**config.mk**
```make
export PLATFORM = sky130hd
export DESIGN_NAME = petri_net_firing_engine_unit
export DESIGN_NICKNAME = d
export VERILOG_FILES = /design/src/pnfe_pkg.sv /design/src/petri_net_firing_engine_unit.sv /design/src/pnfe_front.sv /design/src/pnfe_back.sv
export SDC_FILE = /design/constraint.sdc
export NUM_CORES = 2
export LEC_CHECK = 0
export ABC_AREA = 1
export BUFFER_PORTS_ARGS = -buffer_cell sky130_fd_sc_hd__buf_4
export CAP_MARGIN = 20
export CORE_AREA = 2 2 350 352
export CTS_BUF_LIST = sky130_fd_sc_hd__clkbuf_4
export CTS_CLUSTER_SIZE = 10
export DETAILED_ROUTE_END_ITERATION = 6
export DIE_AREA = 0 0 352 354
export HOLD_SLACK_MARGIN = 0.08
export PLACE_DENSITY = 0.67
export SLEW_MARGIN = 20
export SYNTH_ARGS = -nofsm -noshare
export SYNTH_HDL_FRONTEND = slang
export SYNTH_SLANG_ARGS = --single-unit
export TNS_END_PERCENT = 10
```
**constraint.sdc**
```tcl
create_clock -name clk -period 6.2 [get_ports clk]
set_clock_uncertainty 0.05 [all_clocks]
set_input_delay 0.93 -clock clk [delete_from_list [all_inputs] [get_ports clk]]
set_output_delay 0.93 -clock clk [all_outputs]
set_load 0.05 [all_outputs]
```
**src/pnfe_pkg.sv**
```systemverilog
// ----------------------------------------------------------------------------
// pnfe_pkg
// Shared types and constants for the Petri net firing engine.
// ----------------------------------------------------------------------------
`default_nettype none
package pnfe_pkg;
  localparam int PLACES      = 16;
  localparam int TRANSITIONS = 16;
  localparam int TOKEN_BITS  = 8;
  localparam int PW = $clog2(PLACES);
  localparam int TW = $clog2(TRANSITIONS);

  typedef enum logic [2:0] {
    OP_LOAD  = 3'd0,
    OP_WRITE = 3'd1,
    OP_READ  = 3'd2,
    OP_FIRE  = 3'd3,
    OP_QUERY = 3'd4
  } op_t;

  typedef enum logic [1:0] {
    ST_OK      = 2'd0,
    ST_NOT_EN  = 2'd1,
    ST_SAT     = 2'd2
  } status_t;

  typedef struct packed {
    logic [2:0]  op;
    logic [3:0]  trans_index;
    logic [3:0]  place_index;
    logic [15:0] pre_mask;
    logic [15:0] context_mask;
    logic [15:0] post_mask;
    logic [7:0]  token_value;
  } cmd_t;

  typedef enum logic [2:0] {
    S_IDLE, S_CHECK, S_CONS, S_PROD, S_ENAB, S_OUT
  } state_t;
endpackage
`default_nettype wire

```
**src/petri_net_firing_engine_unit.sv**
```systemverilog
// ----------------------------------------------------------------------------
// petri_net_firing_engine_unit
// Petri net token game with read arcs, unit arc weight, saturating counts.
// ----------------------------------------------------------------------------
// Usage: one input beat carries an op (load arcs, write/read a place count,
// fire, query). Every beat yields exactly one result beat with a status,
// the enabled set after the operation and the read count (zero otherwise).
// A two-entry queue decouples the input side from the executor, so up to
// two beats are taken while a result still waits on out_ready.
// Steps: most ops pass idle, decode, an enable walk over the transitions
// and a result state; a fire also walks the places to check them and, if
// it succeeds, to consume and then produce, one place a cycle. The executor
// takes a new beat only in idle, once the last result has been taken.
// Reset (rst_n low, synchronous) clears marking, arcs and the queue.
// A stalled receiver holds the result; the queue then fills and in_ready
// drops.
// ----------------------------------------------------------------------------
`default_nettype none
module petri_net_firing_engine_unit import pnfe_pkg::*; (
  input  wire logic        clk,
  input  wire logic        rst_n,
  input  wire logic        in_valid,
  output logic             in_ready,
  input  wire logic [2:0]  in_op,
  input  wire logic [3:0]  in_trans_index,
  input  wire logic [3:0]  in_place_index,
  input  wire logic [15:0] in_pre_mask,
  input  wire logic [15:0] in_context_mask,
  input  wire logic [15:0] in_post_mask,
  input  wire logic [7:0]  in_token_value,
  output logic             out_valid,
  input  wire logic        out_ready,
  output logic [1:0]       out_status,
  output logic [15:0]      out_enabled_set,
  output logic [7:0]       out_token_read
);
  cmd_t in_cmd, q_cmd;
  logic q_valid, q_ready;

  assign in_cmd = '{op: in_op, trans_index: in_trans_index,
                    place_index: in_place_index, pre_mask: in_pre_mask,
                    context_mask: in_context_mask, post_mask: in_post_mask,
                    token_value: in_token_value};

  pnfe_front u_front (
    .clk, .rst_n, .in_valid, .in_ready, .in_cmd,
    .q_valid, .q_ready, .q_cmd
  );

  pnfe_back u_back (
    .clk, .rst_n, .q_valid, .q_ready, .q_cmd,
    .out_valid, .out_ready, .out_status, .out_enabled_set, .out_token_read
  );
endmodule
`default_nettype wire

```
**src/pnfe_front.sv**
```systemverilog
// ----------------------------------------------------------------------------
// pnfe_front
// Input stage and two-entry command queue toward the executor.
// ----------------------------------------------------------------------------
`default_nettype none
module pnfe_front import pnfe_pkg::*; (
  input  wire logic        clk,
  input  wire logic        rst_n,
  input  wire logic        in_valid,
  output logic             in_ready,
  input  wire cmd_t        in_cmd,
  output logic             q_valid,
  input  wire logic        q_ready,
  output cmd_t             q_cmd
);
  cmd_t       mem_r [2];
  logic       wp_r, rp_r;
  logic [1:0] cnt_r;
  logic       push, pop;

  assign in_ready = (cnt_r != 2'd2);
  assign q_valid  = (cnt_r != 2'd0);
  assign push     = in_valid && in_ready;
  assign pop      = q_valid && q_ready;
  assign q_cmd    = mem_r[rp_r];

  always_ff @(posedge clk) begin
    if (push) mem_r[wp_r] <= in_cmd;
    if (!rst_n) begin
      wp_r <= 1'b0; rp_r <= 1'b0; cnt_r <= 2'd0;
    end else begin
      if (push) wp_r <= ~wp_r;
      if (pop)  rp_r <= ~rp_r;
      cnt_r <= cnt_r + {1'b0, push} - {1'b0, pop};
    end
  end
endmodule
`default_nettype wire

```
**src/pnfe_back.sv**
```systemverilog
// ----------------------------------------------------------------------------
// pnfe_back
// Executor: walks places and transitions one per cycle, holds result.
// ----------------------------------------------------------------------------
`default_nettype none
module pnfe_back import pnfe_pkg::*; (
  input  wire logic        clk,
  input  wire logic        rst_n,
  input  wire logic        q_valid,
  output logic             q_ready,
  input  wire cmd_t        q_cmd,
  output logic             out_valid,
  input  wire logic        out_ready,
  output logic [1:0]       out_status,
  output logic [15:0]      out_enabled_set,
  output logic [7:0]       out_token_read
);
  localparam logic [TOKEN_BITS-1:0] MAXC = {TOKEN_BITS{1'b1}};

  logic [TOKEN_BITS-1:0] tok_r [PLACES];
  logic [PLACES-1:0]     cons_r [TRANSITIONS];
  logic [PLACES-1:0]     rd_r   [TRANSITIONS];
  logic [PLACES-1:0]     prod_r [TRANSITIONS];

  state_t state_r, state_nxt;
  cmd_t   cmd_r;
  logic [PW:0] pi_r;
  logic [TW:0] ti_r;
  logic        ok_r;
  logic [1:0]  st_r;
  logic [15:0] en_r;
  logic [7:0]  tr_r;

  logic [PW-1:0] pidx;
  logic [TW-1:0] tidx, ctidx;
  logic [PLACES-1:0] need_t;

  assign pidx  = pi_r[PW-1:0];
  assign tidx  = ti_r[TW-1:0];
  assign ctidx = cmd_r.trans_index[TW-1:0];
  assign need_t = cons_r[tidx] | rd_r[tidx];
  assign q_ready = (state_r == S_IDLE);
  assign out_valid = (state_r == S_OUT);
  assign out_status = st_r;
  assign out_enabled_set = en_r;
  assign out_token_read = tr_r;

  always_comb begin
    state_nxt = state_r;
    case (state_r)
      S_IDLE:  if (q_valid) state_nxt = S_CHECK;
      S_CHECK: begin
        if (cmd_r.op == OP_FIRE && {28'd0, cmd_r.trans_index} < TRANSITIONS) begin
          if (!ok_r) state_nxt = S_ENAB;
          else if (pi_r == (PW+1)'(PLACES)) state_nxt = S_CONS;
          else state_nxt = S_CHECK;
        end else state_nxt = S_ENAB;
      end
      S_CONS: state_nxt = (pi_r == (PW+1)'(PLACES-1)) ? S_PROD : S_CONS;
      S_PROD: state_nxt = (pi_r == (PW+1)'(PLACES-1)) ? S_ENAB : S_PROD;
      S_ENAB: state_nxt = (ti_r == (TW+1)'(TRANSITIONS)) ? S_OUT : S_ENAB;
      S_OUT:  if (out_ready) state_nxt = S_IDLE;
      default: state_nxt = S_IDLE;
    endcase
  end

  always_ff @(posedge clk) begin
    if (!rst_n) begin
      state_r <= S_IDLE;
      for (int i = 0; i < PLACES; i++) tok_r[i] <= '0;
      for (int i = 0; i < TRANSITIONS; i++) begin
        cons_r[i] <= '0; rd_r[i] <= '0; prod_r[i] <= '0;
      end
    end else begin
      state_r <= state_nxt;
      case (state_r)
        S_IDLE: if (q_valid) begin
          cmd_r <= q_cmd; pi_r <= '0; ti_r <= '0; ok_r <= 1'b1;
          st_r <= ST_OK; en_r <= '0; tr_r <= '0;
        end
        S_CHECK: begin
          case (cmd_r.op)
            OP_LOAD: if ({28'd0, cmd_r.trans_index} < TRANSITIONS) begin
              cons_r[ctidx] <= cmd_r.pre_mask[PLACES-1:0];
              rd_r[ctidx]   <= cmd_r.context_mask[PLACES-1:0];
              prod_r[ctidx] <= cmd_r.post_mask[PLACES-1:0];
            end
            OP_WRITE: if ({28'd0, cmd_r.place_index} < PLACES)
              tok_r[cmd_r.place_index[PW-1:0]] <= TOKEN_BITS'(cmd_r.token_value);
            OP_READ: if ({28'd0, cmd_r.place_index} < PLACES)
              tr_r <= 8'(tok_r[cmd_r.place_index[PW-1:0]]);
            OP_FIRE: begin
              if ({28'd0, cmd_r.trans_index} >= TRANSITIONS) st_r <= ST_NOT_EN;
              else if (pi_r == (PW+1)'(PLACES)) pi_r <= '0;
              else if (ok_r) begin
                if ((cons_r[ctidx][pidx] | rd_r[ctidx][pidx]) && tok_r[pidx] == '0) begin
                  ok_r <= 1'b0; st_r <= ST_NOT_EN;
                end
                pi_r <= pi_r + 1'b1;
              end
            end
            default: ;
          endcase
        end
        S_CONS: begin
          if (cons_r[ctidx][pidx]) tok_r[pidx] <= tok_r[pidx] - 1'b1;
          pi_r <= (pi_r == (PW+1)'(PLACES-1)) ? '0 : pi_r + 1'b1;
        end
        S_PROD: begin
          if (prod_r[ctidx][pidx]) begin
            if (tok_r[pidx] == MAXC) st_r <= ST_SAT;
            else tok_r[pidx] <= tok_r[pidx] + 1'b1;
          end
          pi_r <= pi_r + 1'b1;
        end
        S_ENAB: if (ti_r != (TW+1)'(TRANSITIONS)) begin
          // check one transition per cycle against all place counts
          if (ti_r < (TW+1)'(16)) begin
            logic hit;
            hit = 1'b1;
            for (int p = 0; p < PLACES; p++)
              if (need_t[p] && tok_r[p] == '0) hit = 1'b0;
            en_r[4'(ti_r)] <= hit;
          end
          ti_r <= ti_r + 1'b1;
        end
        default: ;
      endcase
    end
  end
endmodule
`default_nettype wire

```
* Word level (Yosys, flattened, before mapping) *
Memory sizes are Yosys's and may differ from the RTL's. A register that Yosys moved wholly into a read port is not among the register bits.
Cells that the tools add are included.

operators by class
  $add $sub $neg = 6
  magnitude comparators = 4
  mux-type cells = 106
  eq/ne operators = 26
  reductions and logical operators = 57
  bitwise logic cells = 5

operators by type and width
  cell                 number
  $logic_not 8->1      17
  $mux 16              6
  $mux 1               56
  $reduce_or 16->1     3
  $mux 8               5
  $mux 4               8
  $pmux 16 s2          1
  $mux 5               6
  $logic_and 1x1->1    20
  $pmux 5 s4           1
  $ne 2x1->1 const B   9
  $pmux 3 s6           1
  $bwmux 16            1
  $mux 2               8
  $or 16x16->16        1
  $pmux 8 s2           1
  $reduce_or 8->1      2
  $mux 3               5
  $reduce_and 5->1     3
  $bmux 1 s4           3
  $eq 3x2->1 const B   4
  $add 5x1->5 const B  2
  $eq 5x5->1 const B   2
  $lt 4x5->1 const B   2
  27 further kinds     37

word-level totals
  memories = 5
  output and inout port bits = 28
  word-level logic and storage cells = 219
  bits in registers = 44
  memory bits (writable) = 1030

memory list
  memory         depth  bits a word  read ports  clocked after memory_dff  wr ports  RTL line          source
  u_back.cons_r  16     16           2           1                         16        pnfe_back.sv:21   logic [PLACES-1:0] cons_r [TRANSITIONS];
  u_back.prod_r  16     16           1           0                         16        pnfe_back.sv:23   logic [PLACES-1:0] prod_r [TRANSITIONS];
  u_back.rd_r    16     16           2           1                         16        pnfe_back.sv:22   logic [PLACES-1:0] rd_r [TRANSITIONS];
  u_front.mem_r  2      67           1           1                         1         pnfe_front.sv:16  cmd_t mem_r [2];
  u_back.tok_r   16     8            18          1                         16        pnfe_back.sv:20   logic [TOKEN_BITS-1:0] tok_r [PLACES];

* Logic depth before layout (Yosys ltp) *
An unclocked memory read counts as a cell.

  word-level depth = 27
  gate-level depth with buffers = 30

* Cells and area by module *
A second synthesis with hierarchy kept.

unflattened totals
  cells, all modules = 5578
  area total of the unflattened synthesis = 55141.6 um2

modules (own cells, without submodules)
  module      area an instance (um2)  times used  sequential area each (um2)  cells an instance
  pnfe_back   49954.2                 1           30409.2                     5334
  pnfe_front  5187.5                  1           4124.0                      244

* Worst setup path before layout *
Ideal clock, no wire load.

  path type = input-to-reg
  start point = in in_valid
  end point = mem u_front.mem_r[1][0] (netlist name), enable pin
  arrival time = 3.863 ns
  path slack = 1.793 ns
  library setup time = 0.494 ns
  required time = 5.656 ns
  cell stages on the path = 2
  buffers on the path = 0
  cell sequence = nand2_1 -> nor2_1

on the way
  longest elaborated chain between the ends = 3

ends and longest elaborated chain
  item                          RTL line                            source
  start: declaration            petri_net_firing_engine_unit.sv:22  input wire logic in_valid,
  $logic_and 1x1->1             pnfe_front.sv:23                    assign push = in_valid && in_ready;
  $mux 1                        pnfe_front.sv:28                    if (push) mem_r[wp_r] <= in_cmd;
  $mux 1 (not written as such)  pnfe_front.sv:28
  end: declaration              pnfe_front.sv:16

No other way between the ends.

==> metrics.txt <==
# TYPE chip_impl_metric gauge
chip_impl_info{name="status",value="finished clean"} 1
chip_impl_metric{name="post_synth_xor_area_fraction",unit="%"} 0.0970
chip_impl_metric{name="p_leak",unit="nW"} 24.5
chip_impl_metric{name="floorplan.initialDensity",unit="%"} 44.8
chip_impl_metric{name="synthDistinctLibCells",unit=""} 43
chip_impl_metric{name="detail-route-antenna-nets",unit=""} 0
chip_impl_metric{name="finalNetCount",unit=""} 5898
chip_impl_metric{name="max_cap_violations",unit=""} 0
chip_impl_info{name="layout_commonest_cell",value="sky130_fd_sc_hd__nand2_1"} 1
chip_impl_metric{name="grt_pass1_vias",unit=""} 42850
chip_impl_info{name="path_cells",value="buf_4 > buf_4 > nand2_2 > o21ai_0 > nor2_1 > nor2_1 > nor2_1 > nand2_1 > nand3_1 > nand3_1 > nand3_1 > nand2_1 > nand2_4 > nand2_4 > inv_1 > o21ai_2 > nor2_1"} 1
chip_impl_metric{name="route.detailed.vias_per_inst",unit=""} 5.83
chip_impl_info{name="worst_r2r_startpoint",value="u_back.ctidx[0]"} 1
chip_impl_info{name="cts_tree",value="yes"} 1
chip_impl_info{name="critical-path-top-cell-by-count",value="sky130_fd_sc_hd__nor2_1"} 1
chip_impl_metric{name="synth_area",unit="um2"} 54200
chip_impl_metric{name="drt_iter0_drc",unit=""} 6291
chip_impl_info{name="timing.critical_path.max_delay_family",value="simple AND/OR/NAND/NOR gates"} 1
chip_impl_metric{name="grt_first_pass_wirelength",unit="um"} 265000
chip_impl_info{name="synthDominantAreaCellType",value="sky130_fd_sc_hd__edfxtp_1"} 1
chip_impl_metric{name="peakVddDrop",unit="V"} 0.000271
chip_impl_metric{name="grt_use_total",unit="%"} 28.3
chip_impl_metric{name="fillCellCount",unit=""} 10944
chip_impl_metric{name="flow.area_growth_from_synthesis",unit="%"} 12.0
chip_impl_metric{name="clk_transition_reported_paths",unit="ns"} 0.07
chip_impl_metric{name="synth_compound_area_share",unit="%"} 8.55
chip_impl_metric{name="postCtsHoldBufs",unit=""} 70
chip_impl_metric{name="clock_latency",unit="ns"} 1.31
chip_impl_metric{name="post_synth_fa_ha_maj_area_fraction",unit="%"} 0.406
chip_impl_metric{name="regToRegSetupSlack",unit="ns"} 0.77
chip_impl_info{name="final_cell_mix",value="sky130_fd_sc_hd__nand2_1, sky130_fd_sc_hd__nor2_1, sky130_fd_sc_hd__edfxtp_1"} 1
chip_impl_info{name="cp-start-kind",value="register"} 1
chip_impl_metric{name="rows",unit=""} 128
chip_impl_metric{name="postCtsSetupRepairBufs",unit=""} 0
chip_impl_metric{name="dr.pass1.iters",unit=""} 6
chip_impl_metric{name="sequential_share_of_the_synthesized_area",unit="%"} 63.4
chip_impl_metric{name="max_freq",unit="GHz"} 0.184
chip_impl_metric{name="vias",unit=""} 44427
chip_impl_metric{name="post_route_cells_drive_above_1_share",unit="%"} 12.6
chip_impl_info{name="endpoint_kind_of_the_worst_setup_timing_path",value="register"} 1
chip_impl_metric{name="final_area",unit="um2"} 60700
chip_impl_metric{name="die_area",unit="um2"} 125000
chip_impl_metric{name="setup-tns-final",unit="ns"} 0
chip_impl_info{name="cts_root_buf",value="sky130_fd_sc_hd__clkbuf_4"} 1
chip_impl_info{name="grt_setup_unrepaired",value="false"} 1
chip_impl_metric{name="critical_path_peak_fanout",unit=""} 52
chip_impl_metric{name="worst_pin_slew",unit="ns"} 1.21
chip_impl_metric{name="remaining_drc_errors",unit=""} 0
chip_impl_metric{name="die_y",unit="um"} 354
chip_impl_metric{name="finalWirelength",unit="um"} 180000
chip_impl_metric{name="die_width",unit="um"} 352
chip_impl_metric{name="layout_worst_path_cycle_share",unit="%"} 87.6
chip_impl_metric{name="floorplan.core_area",unit="um2"} 121000
chip_impl_metric{name="post_synth_mux_area_share",unit="%"} 0
chip_impl_metric{name="yosysTopAreaCellShare",unit="%"} 62.9
chip_impl_metric{name="clock-sinks",unit=""} 1149
chip_impl_metric{name="postSynthAreaPerCell",unit="um2"} 9.65
chip_impl_metric{name="synth-warning-count",unit=""} 0
chip_impl_metric{name="cp_num_cells",unit=""} 17
chip_impl_metric{name="synth.ff_latch_count",unit=""} 1149
chip_impl_metric{name="slew-limit-headroom",unit="%"} 19.4
chip_impl_metric{name="mappedNetlistNets",unit=""} 5704
chip_impl_metric{name="finalHoldViolCount",unit=""} 0
chip_impl_metric{name="globalplace.congestion",unit=""} 0.933
chip_impl_metric{name="wl_per_cell",unit="um"} 23.6
chip_impl_metric{name="place.detailed.hpwl",unit="um"} 101000
chip_impl_metric{name="timing.final.crit_period",unit="ns"} 5.43
chip_impl_info{name="holdCritPathClass",value="in -> reg"} 1
chip_impl_metric{name="layoutNonFillerInstCount",unit=""} 7623
chip_impl_info{name="slowest_stage",value="sky130_fd_sc_hd__o21ai_2"} 1
chip_impl_metric{name="cp.arrival",unit="ns"} 6.31
chip_impl_metric{name="r2r_cells",unit=""} 17
chip_impl_metric{name="largest_net_degree_at_the_start_of_global_routing",unit=""} 90
chip_impl_info{name="crit_path_end",value="u_back.tok_r[1][1]"} 1
chip_impl_metric{name="place.port_buffers",unit=""} 98
chip_impl_info{name="largest_family_of_logic_cells_by_synthesized_area",value="simple AND/OR/NAND/NOR gates"} 1
chip_impl_metric{name="final_max_slew_viol_count",unit=""} 0
chip_impl_metric{name="synth_cells",unit=""} 5616
chip_impl_metric{name="cts_made_buffers",unit=""} 305
chip_impl_metric{name="dpl-instance-area",unit="um2"} 56400
chip_impl_info{name="synth.top_cells.by_area",value="sky130_fd_sc_hd__edfxtp_1, sky130_fd_sc_hd__nand2_1, sky130_fd_sc_hd__nor2_1"} 1
chip_impl_info{name="worst-setup-path-type",value="reg -> reg"} 1
chip_impl_metric{name="ports_placed_on_the_boundary",unit=""} 99
chip_impl_metric{name="crit_required",unit="ns"} 7.08
chip_impl_metric{name="post-layout-total-power",unit="mW"} 23.6
chip_impl_metric{name="power.density_cell_area",unit="nW/um2"} 389
chip_impl_metric{name="report.final.setup_viol",unit=""} 0
chip_impl_metric{name="grt_antenna_before_repair",unit=""} 7
chip_impl_info{name="regToRegEndpoint",value="u_back.tok_r[1][1]"} 1
chip_impl_metric{name="clk_path_buf_depth",unit=""} 4
chip_impl_metric{name="post_cts_resized",unit=""} 0
chip_impl_metric{name="stage_delay_of_the_slowest_cell_on_the_critical_path",unit="ns"} 0.92
chip_impl_metric{name="global_route.overflow_total",unit=""} 0
chip_impl_metric{name="cts_max_level",unit=""} 5
chip_impl_metric{name="synthSimpleGateAreaFrac",unit="%"} 22.4
chip_impl_info{name="startpoint",value="u_back.ctidx[0]"} 1
chip_impl_metric{name="worst-path-buf-inv",unit=""} 3
chip_impl_metric{name="dpl.cell_count",unit=""} 7058
-- per-stage QoR --
stage,hold WS (ns),setup slack [ns],util (%)
after floorplan,0.393,1.79,-
after global placement,0.413,1.05,46.6
after detailed placement,0.421,0.986,46.6
after CTS,0.0904,1.00,50.2
after global routing,0.143,0.592,50.2
final,0.173,0.770,50.2
-- metal layers --
metal	wire, um	track usage [%]	part of all wire, %	up-vias
met4	9860	15.8	5.5	4
met5	26	0	0.014	-
met3	24300	7.47	14	575
li1	-	-	-	19658
met2	79400	42.8	44	3229
met1	66300	37.1	37	20961
-- logic make-up after synthesis --
group           after synthesis
xor+xnor                      6
compound gates              722
simple gates               3026
flops                      1149
fa+ha+maj                    17
buf+inv                     696
-- worst register-to-register path, cell delays in order (launching register included) --
cell	delay [ns]
sky130_fd_sc_hd__edfxtp_1	0.56
sky130_fd_sc_hd__buf_4	0.64
sky130_fd_sc_hd__buf_4	0.56
sky130_fd_sc_hd__nand2_2	0.53
sky130_fd_sc_hd__o21ai_0	0.36
sky130_fd_sc_hd__nor2_1	0.06
sky130_fd_sc_hd__nor2_1	0.09
sky130_fd_sc_hd__nor2_1	0.05
sky130_fd_sc_hd__nand2_1	0.11
sky130_fd_sc_hd__nand3_1	0.14
sky130_fd_sc_hd__nand3_1	0.10
sky130_fd_sc_hd__nand3_1	0.08
sky130_fd_sc_hd__nand2_1	0.22
sky130_fd_sc_hd__nand2_4	0.14
sky130_fd_sc_hd__nand2_4	0.27
sky130_fd_sc_hd__inv_1	0.09
sky130_fd_sc_hd__o21ai_2	0.92
sky130_fd_sc_hd__nor2_1	0.16
-- how the worst min path moves through the flow --
stage | startpoint | endpoint | cells after the start
after floorplan | u_front.cnt_r[1] | u_front.cnt_r[1] | 1
after global placement | u_front.cnt_r[1] | u_front.cnt_r[1] | 1
after detailed placement | u_front.cnt_r[1] | u_front.cnt_r[1] | 1
after CTS | in_valid | u_front.wp_r | 5
after global routing | in_valid | u_front.wp_r | 5
final | in_valid | u_front.wp_r | 5
-- power breakdown --
group,total [mW],internal (mW),switching (mW)
clock network,6.46,3.36,3.10
logic,7.32,1.80,5.52
registers,9.81,9.24,0.565
total,23.6,14.4,9.18
-- cells in the mapped netlist --
| library cell | instances |
|---|---|
| sky130_fd_sc_hd__nor4_1 | 31 |
| sky130_fd_sc_hd__clkbuf_1 | 257 |
| sky130_fd_sc_hd__a22oi_1 | 130 |
| sky130_fd_sc_hd__edfxtp_1 | 1134 |
| sky130_fd_sc_hd__o311ai_0 | 43 |
| sky130_fd_sc_hd__nand3b_1 | 23 |
| sky130_fd_sc_hd__nor2_2 | 8 |
| sky130_fd_sc_hd__nor3_1 | 109 |
| sky130_fd_sc_hd__a21o_1 | 2 |
| sky130_fd_sc_hd__nor3_2 | 1 |
| sky130_fd_sc_hd__nand2_2 | 17 |
| sky130_fd_sc_hd__xnor2_1 | 5 |
| sky130_fd_sc_hd__ha_1 | 16 |
| sky130_fd_sc_hd__nand3_2 | 1 |
| sky130_fd_sc_hd__buf_4 | 14 |
| sky130_fd_sc_hd__o221ai_1 | 45 |
| sky130_fd_sc_hd__nand2_1 | 1421 |
| sky130_fd_sc_hd__inv_2 | 4 |
| sky130_fd_sc_hd__or3_1 | 2 |
| sky130_fd_sc_hd__and2_1 | 2 |
| sky130_fd_sc_hd__xor2_1 | 1 |
| sky130_fd_sc_hd__nor2_1 | 1168 |
| sky130_fd_sc_hd__inv_1 | 305 |
| sky130_fd_sc_hd__a21oi_1 | 159 |
| sky130_fd_sc_hd__buf_2 | 84 |
| sky130_fd_sc_hd__o31ai_1 | 57 |
| sky130_fd_sc_hd__o21ai_0 | 193 |
| sky130_fd_sc_hd__a211oi_1 | 2 |
| sky130_fd_sc_hd__dfxtp_1 | 15 |
| sky130_fd_sc_hd__and2_0 | 1 |
| sky130_fd_sc_hd__buf_1 | 23 |
| sky130_fd_sc_hd__a31oi_1 | 2 |
| sky130_fd_sc_hd__nand4_1 | 27 |
| sky130_fd_sc_hd__fa_1 | 1 |
| sky130_fd_sc_hd__o21ai_1 | 9 |
| sky130_fd_sc_hd__nand2_4 | 2 |
| sky130_fd_sc_hd__clkinv_1 | 6 |
| sky130_fd_sc_hd__o21ai_2 | 7 |
| sky130_fd_sc_hd__nand3_1 | 191 |
| sky130_fd_sc_hd__o211ai_1 | 73 |
| sky130_fd_sc_hd__or2_2 | 21 |
| sky130_fd_sc_hd__nor2_4 | 1 |
| sky130_fd_sc_hd__buf_6 | 3 |
-- flip-flops by register name, summed over array words and instances, names as in the netlist, 3 cells and up, named ones only --
register                flops
u_back.cons_r             256
u_back.prod_r             256
u_back.rd_r               256
u_front.mem_r             134
u_back.tok_r              128
u_back.cmd_r               63
u_back.out_enabled_set     16
u_back.out_token_read       8
u_back.pi_r                 5
u_back.ti_r                 5
u_back.ctidx                4
u_back.state_r              3
-- final cells by class --
type	count	area, um2	share of cell area, %
Sequential cell	1149	34400	56.7
Multi-Input combinational cell	3771	17200	28.4
Clock buffer	428	3210	5.30
Timing Repair Buffer	268	2240	3.69
Tap cell	1625	2030	3.35
Inverter	315	1190	1.96
Clock inverter	63	374	0.617
Antenna cell	4	10.0	0.0165
Note: power is estimated with default switching activity, not from simulation.
